[config.mk]
export PLATFORM = sky130hd
export DESIGN_NAME = skol_ctrl
export DESIGN_NICKNAME = d
export VERILOG_FILES = /design/src/sv/skol_pkg.sv /design/src/sv/skol_ctrl.sv
export SDC_FILE = /design/constraint.sdc
export NUM_CORES = 1
export LEC_CHECK = 0
export BUFFER_PORTS_ARGS = -buffer_cell sky130_fd_sc_hd__buf_2
export CORE_AREA = 4 4 41 43
export CTS_BUF_LIST = sky130_fd_sc_hd__clkbuf_4
export CTS_CLUSTER_DIAMETER = 30
export DETAILED_ROUTE_END_ITERATION = 8
export DIE_AREA = 0 0 45 47
export PLACE_DENSITY = 0.5
export SLEW_MARGIN = 20
export SYNTH_ARGS = -nofsm -noshare
export SYNTH_HDL_FRONTEND = slang
export SYNTH_SLANG_ARGS = --single-unit
[constraint.sdc]
create_clock -name clk -period 2.2 [get_ports clk]
set_input_delay 0.11 -clock clk [delete_from_list [all_inputs] [get_ports clk]]
set_output_delay 0.11 -clock clk [all_outputs]
set_load 0.05 [all_outputs]
[src/sv/skol_pkg.sv]
// ----------------------------------------------------------------------------
// skol_pkg
// Shared types, codes and defaults for the sorted key/offset leaf.
// ----------------------------------------------------------------------------
package skol_pkg;

    localparam int LEAF_CAPACITY_DEF = 64;
    localparam int KEY_W             = 32;
    localparam int OFFSET_W          = 64;
    localparam int ENTRY_W           = KEY_W + OFFSET_W;

    // operation codes
    localparam logic OP_INSERT = 1'b0;
    localparam logic OP_SEARCH = 1'b1;

    // result status codes
    localparam logic [1:0] ST_INSERTED = 2'd0;
    localparam logic [1:0] ST_FULL     = 2'd1;
    localparam logic [1:0] ST_FOUND    = 2'd2;
    localparam logic [1:0] ST_NOTFOUND = 2'd3;

    typedef struct packed {
        logic                        operation;
        logic signed [KEY_W-1:0]     key;
        logic        [OFFSET_W-1:0]  rec_offset;
    } in_t;

    typedef struct packed {
        logic [1:0]          status;
        logic [OFFSET_W-1:0] found_offset;
    } out_t;

    // controller -> datapath
    typedef struct packed {
        logic start_ins;    // capture item, point at top of table
        logic start_srch;   // capture item, point at entry 0
        logic set_full;     // result: insert dropped
        logic ins_scan;     // walk down, shifting entries up
        logic srch_scan;    // walk up, comparing keys
        logic emit;         // move result into the output register
    } cmd_t;

    // datapath -> controller
    typedef struct packed {
        logic full;
        logic done;
    } stat_t;

endpackage

[src/sv/skol_ctrl.sv]
// ----------------------------------------------------------------------------
// skol_ctrl
// Sequencer for the leaf: takes one beat, runs the insert or search walk in
// the datapath, or drops an insert on a full leaf, then hands the result to the output register.
// ----------------------------------------------------------------------------
module skol_ctrl (
    input  logic            clk,
    input  logic            rst_n,
    input  logic            in_valid,
    output logic            in_ready,
    input  logic            operation,
    output logic            out_valid,
    input  logic            out_ready,
    input  skol_pkg::stat_t stat,
    output skol_pkg::cmd_t  cmd
);

    localparam logic [1:0] S_IDLE = 2'd0;
    localparam logic [1:0] S_INS  = 2'd1;
    localparam logic [1:0] S_SRCH = 2'd2;
    localparam logic [1:0] S_DONE = 2'd3;

    logic [1:0] state_reg;
    logic [1:0] state_next;
    logic       out_valid_reg;
    logic       out_valid_next;

    assign in_ready  = (state_reg == S_IDLE);
    assign out_valid = out_valid_reg;

    always_comb
    begin
        state_next = state_reg;
        cmd        = '0;
        unique case (state_reg)
            S_IDLE:
            begin
                if (in_valid)
                begin
                    if (operation == skol_pkg::OP_SEARCH)
                    begin
                        cmd.start_srch = 1'b1;
                        state_next     = S_SRCH;
                    end
                    else if (stat.full)
                    begin
                        cmd.set_full = 1'b1;
                        state_next   = S_DONE;
                    end
                    else
                    begin
                        cmd.start_ins = 1'b1;
                        state_next    = S_INS;
                    end
                end
            end
            S_INS:
            begin
                cmd.ins_scan = 1'b1;
                if (stat.done)
                begin
                    state_next = S_DONE;
                end
            end
            S_SRCH:
            begin
                cmd.srch_scan = 1'b1;
                if (stat.done)
                begin
                    state_next = S_DONE;
                end
            end
            S_DONE:
            begin
                if (!out_valid_reg || out_ready)
                begin
                    cmd.emit   = 1'b1;
                    state_next = S_IDLE;
                end
            end
            default:
            begin
                state_next = S_IDLE;
            end
        endcase
    end

    always_comb
    begin
        if (cmd.emit)
        begin
            out_valid_next = 1'b1;
        end
        else if (out_ready)
        begin
            out_valid_next = 1'b0;
        end
        else
        begin
            out_valid_next = out_valid_reg;
        end
    end

    always_ff @(posedge clk or negedge rst_n)
    begin
        if (!rst_n)
        begin
            state_reg     <= S_IDLE;
            out_valid_reg <= 1'b0;
        end
        else
        begin
            state_reg     <= state_next;
            out_valid_reg <= out_valid_next;
        end
    end

endmodule

==> impl_metrics.toml, run 1 <==
[run_status]
outcome = "completed"

[floorplanning]
fp.dieW_um = 45
die_height_um = 47
die_area_um2 = 2120
start_util_pct = 22.0
coreArea_um2 = 1300
rows = 13
ios = 15

[synthesis]
synthCells = 28
synthAdderAreaFrac_pct = 21.8
yosysUniqueCellTypes = 15
synth_top_cell_area_share_pct = 26.2
yosysWarnings = 0
synth_seq_cells = 3
synth.largest_area_cell = "dfrtp_1"
synth-compound-area-share_pct = 12.7
synth_top_family_by_area = "adder cells"
ys_top_cells_by_area = "dfrtp_1, ha_1, mux2_4, o221ai_4, inv_1"
synth_mux_area_share_pct = 10.5
synth_simple_gate_area_share_pct = 21.0
synth_fp_nets = 40
ys_seq_area_share_pct = 26.2
avgSynthCellArea_um2 = 10.2
synth_xor_area_share_pct = 0
synthesis.area_um2 = 287

[global_routing]
grt_use_total_pct = 7.36
overflow = 0
grt_antenna_before_repair = 0
grt_pass1_wl_um = 1100
grt_max_degree = 6
grt_pass1_vias = 269

[flow_run]
max_cap_violations = 0

[worst_hold_path]
hp-class = "input pin to flip-flop"
min_from = "out_ready"

[clocking]
cts_buffer_depth = 2
clock-sinks = 3
clk_pin_slew_ns = 0.04
ctsRootBufferMaster = "clkbuf_4"
post-cts-setup-buffer-count = 0
cts_tree = "done"
clock_latency_ns = 0.24
h-tree-depth = 1
numCtsBuffers = 3

[power_and_ir_drop]
ir_drop_mv = 0.694
p_per_area_nw_per_um2 = 1830
leakagePower_nw = 0.232

[worst_setup_path]
cp_data_required_time_ns = 2.09
startpoint = "state_reg[1]"
criticalPathCategory = "flip-flop to output port"
cp_max_fo = 4
startpoint_type = "flip-flop"
crit_arrival_ns = 1.53
cp-end-kind = "output port"
worstReg2RegStart = "state_reg[1]"

[finish]
diodes = 0
largest_reg_flops = 2
fin_cells = 61
area_growth_pct = 45.9
mostFrequentLayoutCells = "buf_2, ha_1, inv_1, clkbuf_4, dfrtp_1"
final_common_cell = "buf_2"
postLayoutCoreUtil_pct = 32.1
final_nets = 59
nFillCells = 137
drive_gt1_share_pct = 52.2
stdcell_area_um2 = 418

[timing]
finalSetupTns_ns = 0
clock-skew-final_ns = 0.00421
maxSlewViolCount = 0
tightest_slew_ns = 0.254
hold_viol = 0
fmax_mhz = 609
finalSetupViolCount = 0
slew_headroom_pct = 83.2
rsz0062_at_grt = "false"
min_period_ns = 1.64
finalCritPeriodShare_pct = 74.7

[routing]
topRoutingLayerUsed = "met4"
met1_length_um = 267
first_iter_violations = 2
via_per_inst = 3.90
drc_errors = 0
drt-wirelength-per-cell_um = 10.3
dr_wl_met2_um = 323
met3_length_um = 27
ant_nets = 0
vias = 238
dr.pass1.iters = 2
routed_wl_um = 630

[place]
numPortBuffers = 14
dp_hpwl_um = 504
place.gp.congestion = 0.682
placed_cell_area_um2 = 378
placed_cells = 56
stage by stage:
stage	worst slack (ns)	total power, mW	hold WS [ns]
2_1_floorplan	0.218	0.582	-0.186
5_1_grt	0.402	0.832	0.190
6_report	0.557	0.767	0.173
4_1_cts	0.542	0.773	0.173
3_3_place_gp	0.730	0.655	-0.0872
3_5_place_dp	0.730	0.651	-0.0863
final timing paths:
check | to | slack, ns | cells past startpoint
max in group asynchronous | out_valid | 1.87 | 2
worst min register to register | out_valid | 0.55 | 2
worst max register to register | state_reg[0] | 0.72 | 5
min in group asynchronous | state_reg[1] | 0.21 | 2
worst max-delay path | cmd[3] | 0.56 | 5
worst min-delay path | out_valid | 0.17 | 3
what timing repair did:
| action | 4_1_cts | 5_1_grt |
|---|---|---|
| hold endpoints to repair | 3 | 0 |
| hold buffers | 1 | 0 |
| gates resized for setup | 0 | 0 |
layout make-up:
class | instances | area [um^2] | share of cell area, %
multi-input combinational | 20 | 199 | 47.6
timing repair buffer | 15 | 80.1 | 19.2
sequential | 3 | 75.1 | 18.0
clock buffer | 4 | 30.0 | 7.19
tap | 15 | 18.8 | 4.49
inverter | 4 | 15.0 | 3.59
critical path, stage by stage (launching register included):
cell and delay [ns]:
dfrtp_1 0.41, inv_1 0.12, ha_1 0.21, nand2_1 0.11, nor3b_2 0.17, buf_2 0.28
where the power goes:
| part | internal [mW] | switching [mW] | leakage (nW) |
|---|---|---|---|
| clock network | 0.0805 | 0.0317 | 0.0184 |
| registers | 0.0871 | 0.0304 | 0.0346 |
| logic | 0.192 | 0.345 | 0.179 |
kinds of logic (layout without fill, tap and decap cells):
logic type               after synthesis  after routing
AND/OR/NAND/NOR                       10             10
AO/OA/AOI/OAI                          3              3
flip-flops                             3              3
buffers and inverters                  5             23
multiplexers                           2              2
adder cells (fa/ha/maj)                5              5
cell usage after synthesis:
cell type,n
inv_1,4
and3_1,1
nand2b_4,1
dfrtp_1,3
a21oi_1,2
mux2_4,2
nor3b_1,1
nand2_1,2
nand2b_1,1
nor3_1,1
buf_4,1
o221ai_4,1
ha_1,5
nor2_1,2
and2_1,1
metal layers:
metal	vias to the layer above	global-route usage (%)
li1	127	-
met1	104	8.47
met2	5	12.1
met3	2	1.53
met4	0	5.26
met5	-	0
(Power assumes the default switching activity.)
==> run 2: changes to the inputs <==
--- a/config.mk
+++ b/config.mk
@@ -5,13 +5,14 @@
 export SDC_FILE = /design/constraint.sdc
 export NUM_CORES = 1
 export LEC_CHECK = 0
+export ABC_AREA = 1
 export BUFFER_PORTS_ARGS = -buffer_cell sky130_fd_sc_hd__buf_2
 export CORE_AREA = 4 4 41 43
 export CTS_BUF_LIST = sky130_fd_sc_hd__clkbuf_4
 export CTS_CLUSTER_DIAMETER = 30
 export DETAILED_ROUTE_END_ITERATION = 8
 export DIE_AREA = 0 0 45 47
-export PLACE_DENSITY = 0.5
+export PLACE_DENSITY = 0.52
 export SLEW_MARGIN = 20
 export SYNTH_ARGS = -nofsm -noshare
 export SYNTH_HDL_FRONTEND = slang
==> constraint.sdc (replaced) <==
create_clock -name clk -period 1.4 [get_ports clk]
set_input_delay 0.07 -clock clk [delete_from_list [all_inputs] [get_ports clk]]
set_output_delay 0.07 -clock clk [all_outputs]
set_load 0.05 [all_outputs]
==> impl_metrics.toml, run 2 <==
[run_status]
outcome = "completed"

[synthesis]
synth_simple_gate_area_share_pct = 33.5
synth.largest_area_cell = "dfrtp_1"
synth_ff_type = "dfrtp_1"
synth_edf_count = 0
ys_seq_area_share_pct = 25.8
synth_top_cell_area_share_pct = 25.8
synth_xor_area_share_pct = 0
async_reset_ff_share_pct = 100
synth_fp_nets = 54
yosysUniqueCellTypes = 13
synthAdderAreaFrac_pct = 21.5
avgSynthCellArea_um2 = 6.94
synth_top_family_by_area = "simple AND/OR/NAND/NOR gates"
yosysWarnings = 0
ys_top_cells_by_count = "nand2_1, inv_1, ha_1"
synth_mux_area_share_pct = 0
ys_top_cells_by_area = "dfrtp_1, ha_1, nand2_1, inv_1, nand2_2"
yosysMostFrequentCell = "nand2_1"
synth-compound-area-share_pct = 5.15
synthCells = 42
synthesis.area_um2 = 292
synth_seq_cells = 3

[global_routing]
grtUsageMet1_pct = 7.99
grt.busiest_layer = "met2"
grt_pass1_vias = 261
overflow = 0
use_met3_pct = 3.83
grt_use_met2_pct = 10.5
grt_pass1_wl_um = 1020
grt_antenna_before_repair = 0
grt_max_degree = 5
grt_use_total_pct = 6.72

[worst_hold_path]
hp-class = "input pin to flip-flop"

[worst_setup_path]
cp_data_required_time_ns = 1.33
crit_arrival_ns = 1.29
cp-end-kind = "output port"
criticalPathCategory = "flip-flop to output port"
cp_max_fo = 4
startpoint_type = "flip-flop"

[finish]
fin_cells = 78
largest_reg_flops = 2
nFillCells = 141
final_nets = 76
drive_gt1_share_pct = 50.8
mostFrequentLayoutCells = "nand2_1, buf_2, inv_1"
area_growth_pct = 69.1
stdcell_area_um2 = 493
diodes = 0

[routing]
drt-wirelength-per-cell_um = 8.94
first_iter_violations = 4
drc_errors = 0
vias = 313
ant_nets = 0
routed_wl_um = 697
dr.pass1.iters = 4
via_per_inst = 4.01

[place]
placed_cell_area_um2 = 419
placed_cells = 70
numPortBuffers = 14
place.gp.congestion = 0.658
dp_hpwl_um = 518
place_ws_ns = 0.133

[clocking]
numCtsBuffers = 3
clk_pin_slew_ns = 0.04
clock_latency_ns = 0.23
clock-sinks = 3
cts_buffer_depth = 2
cts_tree = "done"
h-tree-depth = 1
ctsRootBufferMaster = "clkbuf_4"

[timing]
finalSetupTns_ns = 0
finalSetupViolCount = 0
slew_headroom_pct = 83.5
hold_viol = 0
tightest_slew_ns = 0.250
clock-skew-final_ns = 0.00508
setup_slack_ns = 0.0387
fmax_mhz = 735
min_period_ns = 1.36
maxSlewViolCount = 0
finalCritPeriodShare_pct = 97.2
rsz0062_at_grt = "true"

[floorplanning]
fp.dieW_um = 45
die_height_um = 47
start_util_pct = 22.4
coreArea_um2 = 1300
die_area_um2 = 2120
ios = 15
rows = 13

[power_and_ir_drop]
p_per_area_nw_per_um2 = 2610
power_mw = 1.29
ir_drop_mv = 1.28
leakagePower_nw = 0.296

[flow_run]
max_cap_violations = 0
## run 2: cell types whose count changed after synthesis, sizes merged
cell,before,now
o21ai,0,2
o221ai,1,0
and2,1,0
nor3b,1,0
nand2b,2,0
and3,1,0
a21oi,2,1
nor2,2,3
mux2,2,0
nand2,2,15
inv,4,9
nand3,0,2
## run 2: cell families after synthesis
group / Yosys count
AOI/OAI and AO/OA: 3
adders and majority gates: 5
buffers and inverters: 10
DFF: 3
and+or+nand+nor: 21
## run 2: cell type report
class / instances / area (um^2) / share of cell area [%]
clock buffers: 4 / 30.0 / 6.09
inverters: 9 / 33.8 / 6.85
multi-input cells: 29 / 221 / 44.9
flip-flops and latches: 3 / 75.1 / 15.2
well taps: 15 / 18.8 / 3.81
repair buffers: 18 / 114 / 23.1
## run 2: metrics by stage
step                      hold slack, ns  util (%)
after detailed placement          -0.133      32.2
after floorplan                   -0.226         -
after global routing               0.119      37.9
after CTS                         0.0966      36.2
final                              0.105      37.9
after global placement            -0.131      32.2
## run 2: path summary, 6_finish.rpt
kind                              startpoint      endpoint  slack [ns]  depth (start not counted)
worst min-delay path               out_ready     out_valid        0.10                          4
worst max register to register  state_reg[0]  state_reg[0]        0.24                          6
min in group asynchronous              rst_n  state_reg[0]        0.18                          2
worst min register to register     out_valid     out_valid        0.52                          2
max in group asynchronous              rst_n     out_valid        1.11                          2
worst max-delay path            state_reg[0]        cmd[5]        0.04                          5
## run 2: timing repair
item | 4_1_cts | 5_1_grt
hold endpoints to repair | 3 | 0
buffers inserted | 0 | 3
resized for setup | 4 | 0
setup endpoints to repair | 3 | 3
pin swaps | 0 | 1
hold buffers | 1 | 0
## run 2: critical path, cell delays in order (launching register included)
cell,delay [ns]
dfrtp_1,0.42
inv_2,0.11
ha_4,0.16
nand2_4,0.08
nor3_4,0.12
buf_6,0.18
## run 2: routing by layer
metal | vias up | wire length, um
met5 | - | 0
met4 | 0 | 0
met3 | 0 | 32
met2 | 5 | 370
met1 | 141 | 294
li1 | 167 | -
## run 2: report_power, final
part           switching, mW  internal [mW]
Clock                 0.0441          0.126
Sequential            0.0473          0.132
Combinational          0.610          0.329
